--- src/design/wss_pkg.sv ---
// wss_pkg: sizes, mode codes and sequencer states for the window statistic selector.
// No dependencies.
`timescale 1ns / 1ps
package wss_pkg;

  localparam int MAX_SAMPLES = 16;
  localparam int SMP_W       = 16;
  localparam int IDX_W       = $clog2(MAX_SAMPLES);
  localparam int CNT_W       = $clog2(MAX_SAMPLES + 1);
  localparam int SUM_W       = SMP_W + IDX_W;
  localparam int STEP_W      = $clog2(SUM_W);
  localparam int MODE_W      = 3;

  localparam logic [MODE_W-1:0] MODE_MEAN   = 3'd0;
  localparam logic [MODE_W-1:0] MODE_MEDIAN = 3'd1;
  localparam logic [MODE_W-1:0] MODE_MIN    = 3'd2;
  localparam logic [MODE_W-1:0] MODE_MAX    = 3'd3;
  localparam logic [MODE_W-1:0] MODE_LAST   = 3'd4;
  localparam logic [MODE_W-1:0] MODE_DEV    = 3'd5;

  typedef enum logic [2:0] {
    ST_IDLE,
    ST_DIV,
    ST_DEV_LD,
    ST_DEV,
    ST_RANK_LD,
    ST_RANK_CV,
    ST_RANK_SCAN,
    ST_OUT
  } wss_state_e;

endpackage

--- src/design/window_statistic_selector.sv ---
// Window statistic selector. A sample beat without last is taken while busy stays low.
// A closing beat raises busy; done_o strobes for one cycle: last sample directly, mean by
// the divider, peak deviation by divider then scan, median/min/max by the rank search.
// The divider runs one quotient bit a cycle; rank search and deviation scan use one
// store read port a cycle. rst_ni (async, active low) empties the window, sets mode 0.
// The receiver cannot stall: done_o and statistic_o are valid for exactly one cycle.
`timescale 1ns / 1ps
module window_statistic_selector
  import wss_pkg::*;
(
  input  logic              clk_i,
  input  logic              rst_ni,
  input  logic              start,
  output logic              busy,
  input  logic [SMP_W-1:0]  sample_i,
  input  logic              last_i,
  input  logic              mode_we_i,
  input  logic [MODE_W-1:0] mode_wdata_i,
  output logic              done_o,
  output logic [SMP_W-1:0]  statistic_o
);

  logic [SMP_W-1:0] mem_q [MAX_SAMPLES];
  logic [SMP_W-1:0] rd_q;
  logic [IDX_W-1:0] rd_addr;
  logic             wr_en;

  wss_state_e        state_q, state_d;
  logic [MODE_W-1:0] mode_q, mode_d;
  logic [CNT_W-1:0]  cnt_q, cnt_d;
  logic [SUM_W-1:0]  sum_q, sum_d;
  logic [SMP_W-1:0]  last_q, last_d;
  logic [SUM_W-1:0]  quo_q, quo_d;
  logic [CNT_W-1:0]  rem_q, rem_d;
  logic [STEP_W-1:0] step_q, step_d;
  logic [IDX_W-1:0]  j_q, j_d;
  logic [IDX_W-1:0]  ci_q, ci_d;
  logic [SMP_W-1:0]  cv_q, cv_d;
  logic [CNT_W-1:0]  rank_q, rank_d;
  logic [SMP_W-1:0]  best_q, best_d;
  logic [SMP_W-1:0]  pick_q, pick_d;
  logic [SMP_W-1:0]  res_q, res_d;

  logic [CNT_W:0]    trial, diff;
  logic              div_ge;
  logic [SUM_W-1:0]  quo_nxt;
  logic              hit;
  logic [CNT_W-1:0]  rank_nxt, k_sel;
  logic [SMP_W-1:0]  mean, gap;
  logic              scan_end, full, better;

  always_comb begin
    // restoring divide, one quotient bit a cycle
    trial    = {rem_q, quo_q[SUM_W-1]};
    diff     = trial - {1'b0, cnt_q};
    div_ge   = (trial >= {1'b0, cnt_q});
    quo_nxt  = {quo_q[SUM_W-2:0], div_ge};
    mean     = quo_q[SMP_W-1:0];
    gap      = (rd_q > mean) ? (rd_q - mean) : (mean - rd_q);
    better   = (gap > best_q);
    // ties broken by index so every rank is unique
    hit      = (rd_q < cv_q) || ((rd_q == cv_q) && (j_q < ci_q));
    rank_nxt = rank_q + CNT_W'(hit);
    scan_end = ({1'b0, j_q} == (cnt_q - CNT_W'(1)));
    full     = (cnt_q == CNT_W'(MAX_SAMPLES));
    unique case (mode_q)
      MODE_MEDIAN: k_sel = cnt_q >> 1;
      MODE_MIN:    k_sel = '0;
      default:     k_sel = cnt_q - CNT_W'(1);
    endcase
  end

  always_comb begin
    state_d = state_q;
    mode_d  = mode_q;
    cnt_d   = cnt_q;
    sum_d   = sum_q;
    last_d  = last_q;
    quo_d   = quo_q;
    rem_d   = rem_q;
    step_d  = step_q;
    j_d     = j_q;
    ci_d    = ci_q;
    cv_d    = cv_q;
    rank_d  = rank_q;
    best_d  = best_q;
    pick_d  = pick_q;
    res_d   = res_q;
    rd_addr = j_q;
    wr_en   = 1'b0;
    if (mode_we_i) begin
      mode_d = mode_wdata_i;
    end
    unique case (state_q)
      ST_IDLE: begin
        if (start) begin
          if (!full) begin
            wr_en  = 1'b1;
            cnt_d  = cnt_q + CNT_W'(1);
            sum_d  = sum_q + SUM_W'(sample_i);
            last_d = sample_i;
          end
          if (last_i) begin
            quo_d  = sum_d;
            rem_d  = '0;
            step_d = '0;
            ci_d   = '0;
            unique case (mode_q)
              MODE_MEDIAN, MODE_MIN, MODE_MAX: state_d = ST_RANK_LD;
              MODE_LAST: begin
                res_d   = last_d;
                state_d = ST_OUT;
              end
              default: state_d = ST_DIV;
            endcase
          end
        end
      end
      ST_DIV: begin
        rem_d  = div_ge ? diff[CNT_W-1:0] : trial[CNT_W-1:0];
        quo_d  = quo_nxt;
        step_d = step_q + STEP_W'(1);
        if (step_q == STEP_W'(SUM_W - 1)) begin
          if (mode_q == MODE_DEV) begin
            state_d = ST_DEV_LD;
          end else begin
            res_d   = quo_nxt[SMP_W-1:0];
            state_d = ST_OUT;
          end
        end
      end
      ST_DEV_LD: begin
        rd_addr = '0;
        j_d     = '0;
        best_d  = '0;
        pick_d  = '0;
        state_d = ST_DEV;
      end
      ST_DEV: begin
        rd_addr = j_q + IDX_W'(1);
        if (better) begin
          best_d = gap;
          pick_d = rd_q;
        end
        if (scan_end) begin
          res_d   = better ? rd_q : pick_q;
          state_d = ST_OUT;
        end else begin
          j_d = j_q + IDX_W'(1);
        end
      end
      ST_RANK_LD: begin
        rd_addr = ci_q;
        state_d = ST_RANK_CV;
      end
      ST_RANK_CV: begin
        cv_d    = rd_q;
        j_d     = '0;
        rank_d  = '0;
        rd_addr = '0;
        state_d = ST_RANK_SCAN;
      end
      ST_RANK_SCAN: begin
        rd_addr = j_q + IDX_W'(1);
        rank_d  = rank_nxt;
        if (scan_end) begin
          if (rank_nxt == k_sel) begin
            res_d   = cv_q;
            state_d = ST_OUT;
          end else begin
            ci_d    = ci_q + IDX_W'(1);
            state_d = ST_RANK_LD;
          end
        end else begin
          j_d = j_q + IDX_W'(1);
        end
      end
      ST_OUT: begin
        cnt_d   = '0;
        sum_d   = '0;
        state_d = ST_IDLE;
      end
      default: state_d = ST_IDLE;
    endcase
  end

  always_ff @(posedge clk_i or negedge rst_ni) begin
    if (!rst_ni) begin
      state_q <= ST_IDLE;
      mode_q  <= MODE_MEAN;
      cnt_q   <= '0;
      sum_q   <= '0;
    end else begin
      state_q <= state_d;
      mode_q  <= mode_d;
      cnt_q   <= cnt_d;
      sum_q   <= sum_d;
    end
  end

  always_ff @(posedge clk_i) begin
    last_q <= last_d;
    quo_q  <= quo_d;
    rem_q  <= rem_d;
    step_q <= step_d;
    j_q    <= j_d;
    ci_q   <= ci_d;
    cv_q   <= cv_d;
    rank_q <= rank_d;
    best_q <= best_d;
    pick_q <= pick_d;
    res_q  <= res_d;
  end

  // window store: one write, one registered read a cycle
  always_ff @(posedge clk_i) begin
    if (wr_en) begin
      mem_q[cnt_q[IDX_W-1:0]] <= sample_i;
    end
    rd_q <= mem_q[rd_addr];
  end

  assign busy        = (state_q != ST_IDLE);
  assign done_o      = (state_q == ST_OUT);
  assign statistic_o = res_q;

endmodule

--- config.mk ---
export PLATFORM = sky130hd
export DESIGN_NAME = window_statistic_selector
export DESIGN_NICKNAME = d
export VERILOG_FILES = /design/src/design/wss_pkg.sv /design/src/design/window_statistic_selector.sv
export SDC_FILE = /design/constraint.sdc
export NUM_CORES = 1
export LEC_CHECK = 0
export BUFFER_PORTS_ARGS = -buffer_cell sky130_fd_sc_hd__buf_4
export CORE_AREA = 2 2 192 194
export DETAILED_ROUTE_END_ITERATION = 8
export DIE_AREA = 0 0 194 196
export GPL_TIMING_DRIVEN = 0
export PLACE_DENSITY_LB_ADDON = 0.1
export SYNTH_ARGS = -nofsm -noshare
export SYNTH_HDL_FRONTEND = slang
export SYNTH_SLANG_ARGS = --single-unit
--- constraint.sdc ---
create_clock -name clk_i -period 5.2 [get_ports clk_i]
set_clock_uncertainty 0.15 [all_clocks]
set_input_delay 0.78 -clock clk_i [delete_from_list [all_inputs] [get_ports clk_i]]
set_output_delay 0.78 -clock clk_i [all_outputs]
set_load 0.005 [all_outputs]
==> results of run 1 <==
-- area by class of cell --
class                      count  area [µm²]  area share, %
sequential                   426       12500           52.2
buffer                        81         429           1.80
tap                          468         586           2.45
clock inverter                19         145          0.607
inverter                     133         499           2.09
clock buffer                  61        1210           5.08
multi-input combinational   1013        7960           33.3
timing repair buffer          61         576           2.41
-- kinds of logic (layout without fill, tap and decap cells) --
logic type | after synthesis | in the layout | share of synthesized area, %
AOI/OAI and AO/OA | 353 | 353 | 10.8
xor gates and xnor gates | 58 | 58 | 2.39
adders and majority gates | 101 | 101 | 6.06
buffers and inverters | 215 | 355 | 4.33
DFF | 426 | 426 | 58.6
muxes | 117 | 117 | 9.29
and+or+nand+nor | 384 | 384 | 8.52
-- sequential cells by signal, summed over array words and instances, names as in the netlist, 16 cells and up --
| register | count |
|---|---|
| statistic_o | 16 |
| last_q | 16 |
| rd_q | 16 |
| cv_q | 16 |
| pick_q | 16 |
| best_q | 16 |
| mem_q | 256 |
| sum_q | 20 |
| quo_q | 20 |
-- layout by cell type (no fill, tap or decap), drive strengths merged, types with 30 or more instances in the layout --
cell    count
nor2       93
xnor2      36
clkbuf     97
ha         96
nand2     125
inv       133
nand3      32
mux2i      48
edfxtp    379
o21ai      72
dfrtp      31
a21oi      90
a21o       30
buf       105
nand2b     33
mux4       64
-- critical path: stages, from the launching register on --
cell,delay [ns]
edfxtp_1,0.46
ha_1,0.31
buf_4,0.17
a21oi_1,0.35
o31ai_1,0.11
o22a_1,0.29
o21ai_2,0.22
buf_6,0.20
mux2i_1,0.19
o21ai_1,0.12
xor2_1,0.16
ha_1,0.31
and3_1,0.14
nand3_1,0.11
nor2_1,0.18
o21ai_0,0.13
a31oi_1,0.26
buf_4,0.21
buf_6,0.20
o21a_4,0.30
-- worst min path at each step --
stage	start	end
after CTS	mode_wdata_i[1]	mode_q[1]
after floorplan	rd_q[0]	cv_q[0]
after detailed placement	sum_q[19]	sum_q[19]
after global routing	mode_wdata_i[1]	mode_q[1]
final	mode_wdata_i[2]	mode_q[2]
after global placement	sum_q[19]	sum_q[19]
-- what timing repair did --
item | 4_1_cts | 5_1_grt
setup buffers | 0 | 5
hold endpoints to repair | 6 | 0
gates resized for setup | 6 | 11
pin swaps | 0 | 1
hold buffers | 1 | 0
setup endpoints to repair | 27 | 57
-- where the power goes --
group          internal, mW  switching [mW]  total [mW]
Combinational          3.41            4.60        8.01
Sequential             4.33           0.388        4.72
Clock                  1.69            1.31        3.00
Total                  9.43            6.30        15.7
-- per-stage QoR --
step | hold slack, ns | cells
after floorplan | 0.308 | 1654
after global placement | 0.341 | 2163
after detailed placement | 0.353 | 2177
after CTS | 0.300 | 2258
after global routing | 0.305 | 2262
final | 0.317 | 2262
-- per-layer routing --
metal  vias to the layer above  track usage, %
met5                         -               0
li1                       6401               -
met2                       605            44.4
met3                        85            5.07
met1                      7087            43.5
met4                         0            8.61
==> results.toml, run 1 <==
[die]
start_util_pct = 59.0
chipWidth_um = 194
core-area_mm2 = 0.0361
ios = 42
num_rows = 70
fp.dieH_um = 196
die_area_mm2 = 0.0380

[worst_setup_path]
critPathLaunchType = "register"
reg2regPathDepth = 19
crit_arrival_ns = 5.04
worstSetupEndpointType = "register"
r2r_start = "quo_q[9]"
regToRegSetupSlack_ns = 0.28
path_class = "register to register"
crit_end = "best_q[13]"
worstPathMaxFanout = 16
timing.rr.end = "best_q[13]"
crit_start = "quo_q[9]"
critical_path_required_ns = 5.32

[logic_synthesis]
synth-edff-count = 379
synth_top_area_share_pct = 53.4
synth_cells = 1654
yosysMostFrequentCell = "edfxtp_1"
synth_nets = 1778
synthDistinctLibCells = 73
synthesis.area_mm2 = 0.0213
syn_avg_cell_area_um2 = 12.9
synth_area_leader_cell = "edfxtp_1"
synthFlopType = "edfxtp_1"
async_flop_share_pct = 7.28
ys_warn_count = 0
yosysSeqAreaShare_pct = 58.6
synth-seq-cells = 426
synth_area_leaders = "edfxtp_1 (53%), mux4_2 (6.8%), ha_1 (5.6%)"
synthTopCellsByCount = "edfxtp_1 (379), inv_1 (130), nand2_1 (125), ha_1 (96), nor2_1 (93)"

[final_layout]
nFillCells = 2689
antennaDiodeCount = 0
area_delta_synth_final_pct = 12.2
utilization_pct = 66.2
final_area_mm2 = 0.0239
fin_nets = 1884
final_layout_size_suffix_gt1_share_pct = 15.1

[global_routing]
grt_pass1_vias = 13600
grt_pass1_wl_mm = 82.4
grt_usage_pct = 29.1
gr-total-overflow = 0
grt_max_degree = 32
grt_antenna_before_repair = 0

[timing]
worstMarginPinSlew_ns = 1.09
rsz0062_at_grt = "false"
hold_viol = 0
fin_crit_sh_pct = 94.6
report.final.slew_viol_count = 0
slew_headroom_pct = 27.6
setup_viol = 0
tns_ns = 0
period_needed_ns = 4.92
worst_slack_ns = 0.281
clock.fmax_mhz = 203

[clocking]
clk_latency_ns = 0.59
htree_levels = 2
root_buffer = "clkbuf_16"
cts_tree = "built"
clock_path_buffers = 3
clk_pin_slew_ns = 0.06
cts_made_buffers = 44
cts_sinks = 426

[route]
wl_mm = 54.8
wl_per_cell_um = 24.2
wl_met2_mm = 24.7
top_layer = "met4"
drc = 0
first_iter_violations = 1559
antenna_left = 0
drt_pass1_iterations = 6
vias_per_cell = 6.27
met3_length_mm = 4.48
drt-met1-wl_mm = 24.2
num_vias = 14200

[place]
place_hpwl_mm = 39.1
dpl_worst_slack_ns = -0.611
port_buffers = 41
placed_cell_area_mm2 = 0.0225
gp_congestion = 0.937

[min_path]
min_path_cells = 2
hold_path.class = "input pin to register"

[status]
outcome = "complete, no violations"

[power]
max-vdd-ir-drop_mv = 0.555
p_leak_nw = 9.02
p_per_area_mw_per_mm2 = 658
p_total_mw = 15.7

[flow_run]
drv_cap = 0
Power figures use the tool's default switching activity.
==> run 2, diff against run 1 <==
--- a/config.mk
+++ b/config.mk
@@ -5,10 +5,11 @@
 export SDC_FILE = /design/constraint.sdc
 export NUM_CORES = 1
 export LEC_CHECK = 0
+export ABC_AREA = 1
 export BUFFER_PORTS_ARGS = -buffer_cell sky130_fd_sc_hd__buf_4
-export CORE_AREA = 2 2 192 194
+export CORE_AREA = 2 2 197 199
 export DETAILED_ROUTE_END_ITERATION = 8
-export DIE_AREA = 0 0 194 196
+export DIE_AREA = 0 0 199 201
 export GPL_TIMING_DRIVEN = 0
 export PLACE_DENSITY_LB_ADDON = 0.1
 export SYNTH_ARGS = -nofsm -noshare
==> results.toml, run 2 <==
[logic_synthesis]
synth_area_leaders = "edfxtp_1 (51%), nand2_1 (12%), nand3_1 (7.5%)"
ys_warn_count = 0
async_flop_share_pct = 7.28
synth_area_leader_cell = "edfxtp_1"
synth_top_area_share_pct = 50.7
synthesis.area_mm2 = 0.0224
synthFlopType = "edfxtp_1"
synthDistinctLibCells = 45
synth-seq-cells = 426
synth_nets = 2574
syn_avg_cell_area_um2 = 9.16
yosysSeqAreaShare_pct = 55.6
yosysMostFrequentCell = "nand2_1"
synth_cells = 2450
synth-edff-count = 379
synthTopCellsByCount = "nand2_1 (737), edfxtp_1 (379), nand3_1 (337), inv_1 (285), nor2_1 (113)"

[worst_setup_path]
path_class = "register to register"
worst-path-buf-inv = 5
critical_path_required_ns = 5.33
timing.rr.end = "best_q[15]"
worstPathMaxFanout = 11
critPathSlowestCell = "dfxtp_1"
crit_family = "simple AND/OR/NAND/NOR gates"
worstSetupEndpointType = "register"
reg2regPathDepth = 22
crit_arrival_ns = 5.01
critPathLaunchType = "register"
r2r_start = "rd_q[3]"
worst_path_most_repeated_cell = "nand2_1"
cpPeakStageDelay_ns = 0.48
cp_cell_sequence = "inv_1 -> ha_1 -> a21oi_1 -> nand2_1 -> nand2_1 -> o211ai_1 -> nand2_1 -> nand2_1 -> nand2_2 -> clkbuf_4 -> nand2_1 -> nand2_1 -> inv_1 -> ha_1 -> nand3_1 -> nor4_4 -> nand2_1 -> nand2_2 -> nand2_2 -> buf_2 -> o21ai_4 -> buf_6"
regToRegSetupSlack_ns = 0.32

[final_layout]
final_common_cell = "nand2_1"
nFillCells = 3098
final_layout_size_suffix_gt1_share_pct = 9.27
largest_reg_flops = 256
area_delta_synth_final_pct = 11.9
mostFrequentLayoutCells = "nand2_1 (735), edfxtp_1 (379), nand3_1 (336), inv_1 (285), nor2_1 (99)"
fin_nets = 2677
antennaDiodeCount = 0
final_cells = 3107

[clocking]
cts_made_buffers = 46
clk_pin_slew_ns = 0.06
cts_tree = "built"
htree_levels = 2
clk_latency_ns = 0.60
clock_path_buffers = 3
root_buffer = "clkbuf_16"
cts_sinks = 426

[min_path]
worstHoldEndpoint = "mode_q[1]"
min_path_cells = 3
hold_path.class = "input pin to register"
min_from = "mode_wdata_i[1]"

[die]
num_rows = 72
ios = 42
core-area_mm2 = 0.0381
die_area_mm2 = 0.0400
chipWidth_um = 199
start_util_pct = 58.9
fp.dieH_um = 201

[global_routing]
grt_pass1_wl_mm = 94.6
grt_usage_pct = 31.5
grt_max_degree = 32
grt_antenna_before_repair = 1
gr-total-overflow = 0
grt_pass1_vias = 17100

[route]
antenna_left = 0
vias_per_cell = 5.64
wl_mm = 61.4
wl_per_cell_um = 19.8
drt_pass1_iterations = 6
first_iter_violations = 1682
drc = 0
num_vias = 17500

[timing]
worst_slack_ns = 0.323
worstMarginPinSlew_ns = 1.01
whs_ns = 0.245
hold_viol = 0
report.final.slew_viol_count = 0
period_needed_ns = 4.88
setup_viol = 0
fin_crit_sh_pct = 93.8
slew_headroom_pct = 32.7
clock.fmax_mhz = 205

[flow_run]
drv_cap = 0

[place]
dp_cells = 3018
place_hpwl_mm = 44.2
dpl_worst_slack_ns = -0.543
port_buffers = 41
gp_congestion = 0.943

[status]
outcome = "complete, no violations"
## run 2: cell count changes after synthesis, moves of 26 or more
cell / delta
a21o_1: -26
nand2_1: +612
mux2i_1: -48
nand3b_1: +68
nand2b_1: -32
inv_1: +155
mux4_2: -64
nand3_1: +305
## run 2: worst max path at each step
stage                             to  slack [ns]  cells past startpoint     from
after floorplan            best_q[0]        0.29                     23  rd_q[6]
after global placement    best_q[14]       -1.50                     21  rd_q[8]
after detailed placement  best_q[15]       -0.54                     25  rd_q[0]
after CTS                 best_q[15]        0.03                     25  rd_q[0]
after global routing      best_q[15]       -0.02                     25  rd_q[0]
final                     best_q[15]        0.32                     22  rd_q[3]
## run 2: cell type report
type | instances | area, µm² | area share, %
flip-flops and latches | 426 | 12500 | 49.7
well taps | 518 | 648 | 2.58
repair buffers | 56 | 462 | 1.84
plain buffers | 93 | 492 | 1.96
inverters | 297 | 1110 | 4.44
clock buffers | 64 | 1270 | 5.06
clock inverters | 20 | 196 | 0.782
multi-input cells | 1633 | 8450 | 33.6
## run 2: worst register-to-register path: cells and delay by family, from the launching register on
kind                     cells  cell delay (ns)
AO/OA/AOI/OAI                3             0.69
adder cells (fa/ha/maj)      2             0.72
buffers and inverters        5             0.87
flip-flops                   1             0.48
AND/OR/NAND/NOR             12             1.65
## run 2: kinds of logic after synthesis
kind of cell	after synthesis	share of synthesized area (%)
DFF	426	55.6
and+or+nand+nor	1316	25.7
adders and majority gates	100	5.71
AOI/OAI and AO/OA	180	4.35
buffers and inverters	391	7.14
xor gates and xnor gates	37	1.44
## run 2: per-stage QoR
stage	utilization [%]	setup TNS (ns)	instance area (µm²)
floorplan	-	0	22400
global placement	61.4	-68.32	23400
detailed placement	61.7	-8.42	23500
CTS	65.7	0	25000
global route	65.9	-0.117	25100
finish	65.9	0	25100
## run 2: what timing repair did
action                     CTS  global route
hold endpoints to repair    31             0
buffers inserted             0             5
resized for setup            6            10
setup endpoints to repair   35            36
hold buffers                 1             0
pin swaps                    0             1
## run 2: metal layers
metal  GRT usage, %  vias up  part of all wire, %
met5              0        -                    0
met4           11.6        0                  3.5
met3           4.42      137                  7.9
met2           49.6      690                   46
met1           44.7     8315                   43
li1               -     8380                    -
Power of run 2 is left out: the tool's default activity adds up to more than one toggle a clock period on the data nets, which glitch-free logic cannot reach.
==> run 3, diff against run 2 <==
--- a/config.mk
+++ b/config.mk
@@ -6,6 +6,7 @@
 export NUM_CORES = 1
 export LEC_CHECK = 0
 export ABC_AREA = 1
+export ABC_CLOCK_PERIOD_IN_PS = 4700
 export BUFFER_PORTS_ARGS = -buffer_cell sky130_fd_sc_hd__buf_4
 export CORE_AREA = 2 2 197 199
 export DETAILED_ROUTE_END_ITERATION = 8
==> constraint.sdc (replaced) <==
create_clock -name clk_i -period 4.7 [get_ports clk_i]
set_clock_uncertainty 0.15 [all_clocks]
set_input_delay 0.705 -clock clk_i [delete_from_list [all_inputs] [get_ports clk_i]]
set_output_delay 0.705 -clock clk_i [all_outputs]
set_load 0.005 [all_outputs]
==> results.toml, run 3 (synthesis gave the netlist of run 2 again) <==
[global_routing]
grt_antenna_before_repair = 1
grt_usage_pct = 31.6
grt_pass1_wl_mm = 94.1
grt_max_degree = 32
grt_pass1_vias = 16900
gr-total-overflow = 0

[die]
die_area_mm2 = 0.0400
num_rows = 72
core-area_mm2 = 0.0381
chipWidth_um = 199
start_util_pct = 58.9
fp.dieH_um = 201
ios = 42

[final_layout]
final_common_cell = "nand2_1"
fin_nets = 2675
largest_reg_flops = 256
final_layout_size_suffix_gt1_share_pct = 10.5
nFillCells = 3115
final_cells = 3107
mostFrequentLayoutCells = "nand2_1 (733), edfxtp_1 (379), nand3_1 (335), inv_1 (285), nor2_1 (97)"
area_delta_synth_final_pct = 12.9

[flow_run]
drv_cap = 0

[timing]
worst_slack_ns = 0.210
slew_headroom_pct = 33.9
setup_viol = 0
report.final.slew_viol_count = 0
whs_ns = 0.170
fin_crit_sh_pct = 95.5
period_needed_ns = 4.49
worstMarginPinSlew_ns = 0.991
tns_ns = 0
clock.fmax_mhz = 223
hold_viol = 0

[worst_setup_path]
critical_path_required_ns = 4.83
cpPeakStageDelay_ns = 0.38
worstPathMaxFanout = 10
worstSetupEndpointType = "register"
crit_arrival_ns = 4.62
worst_path_most_repeated_cell = "nand2_1"
critPathLaunchType = "register"
critPathSlowestCell = "fa_2"
path_class = "register to register"

[route]
drc = 0
first_iter_violations = 1759
antenna_left = 0
wl_mm = 62.3
wl_per_cell_um = 20.1
num_vias = 17700
vias_per_cell = 5.69
drt_pass1_iterations = 5

[clocking]
clk_pin_slew_ns = 0.06
clk_latency_ns = 0.60
cts_sinks = 426
cts_made_buffers = 45
root_buffer = "clkbuf_16"
clock_path_buffers = 3
htree_levels = 2
cts_tree = "built"

[min_path]
hold_path.class = "input pin to register"

[place]
gp_congestion = 0.960
port_buffers = 41
place_hpwl_mm = 44.6
dpl_worst_slack_ns = -0.906
dp_cells = 3016

[status]
outcome = "complete, no violations"
==> run 3: cell count changes in the layout (fill, tap and decap cells not counted), sizes merged <==
| cell | delta |
|---|---|
| diode | +1 |
| clkbuf | -16 |
| bufinv | +5 |
| clkinv | +4 |
| inv | +4 |
| buf | +2 |
==> run 3: through the flow <==
step | util, % | instance area [µm²]
2_1_floorplan | - | 22400
5_1_grt | 66.5 | 25300
6_report | 66.5 | 25300
4_1_cts | 66.1 | 25200
3_3_place_gp | 61.4 | 23400
3_5_place_dp | 61.7 | 23500
==> run 3: critical path, delay by kind of cell (launching register included) <==
kind	cells	cell delay, ns
AND/OR/NAND/NOR	15	1.80
flip-flops	1	0.37
adder cells (fa/ha/maj)	3	0.91
buffers and inverters	6	0.78
AO/OA/AOI/OAI	1	0.13
==> run 3: final timing paths <==
path	end	slack, ns	cells after the start	from
max	statistic_o[9]	0.21	25	rd_q[0]
min	mode_q[1]	0.17	3	mode_wdata_i[1]
max reg2reg	statistic_o[9]	0.21	25	rd_q[0]
min reg2reg	sum_q[19]	0.36	2	sum_q[19]
max in group asynchronous	sum_q[11]	3.64	2	rst_ni
min in group asynchronous	state_q[2]	0.44	2	rst_ni
==> run 3: cell type report <==
type,count,area [µm²],share of cell area [%]
well taps,518,648,2.56
flip-flops and latches,426,12500,49.3
inverters,297,1120,4.41
clock buffers,51,1180,4.65
multi-input cells,1633,8530,33.7
repair buffers,55,463,1.83
clock inverters,33,403,1.59
diodes,1,2.50,0.00988
plain buffers,93,502,1.98
==> run 3: timing repair <==
item / 4_1_cts / 5_1_grt
pin swaps: 2 / 6
cloned: 0 / 0
endpoints found under the hold margin: 31 / 0
setup endpoints to repair: 48 / 48
setup buffers: 2 / 4
hold buffers: 1 / 0
gates resized for setup: 13 / 38
==> run 3: layer usage <==
| layer | vias to the layer above | share of wire, % | GRT usage, % |
|---|---|---|---|
| li1 | 8391 | - | - |
| met1 | 8452 | 43 | 45.0 |
| met2 | 723 | 45 | 48.8 |
| met3 | 124 | 8.5 | 5.33 |
| met4 | 0 | 3.7 | 12.3 |
| met5 | - | 0 | 0 |
Power of run 3 is left out for the same reason.
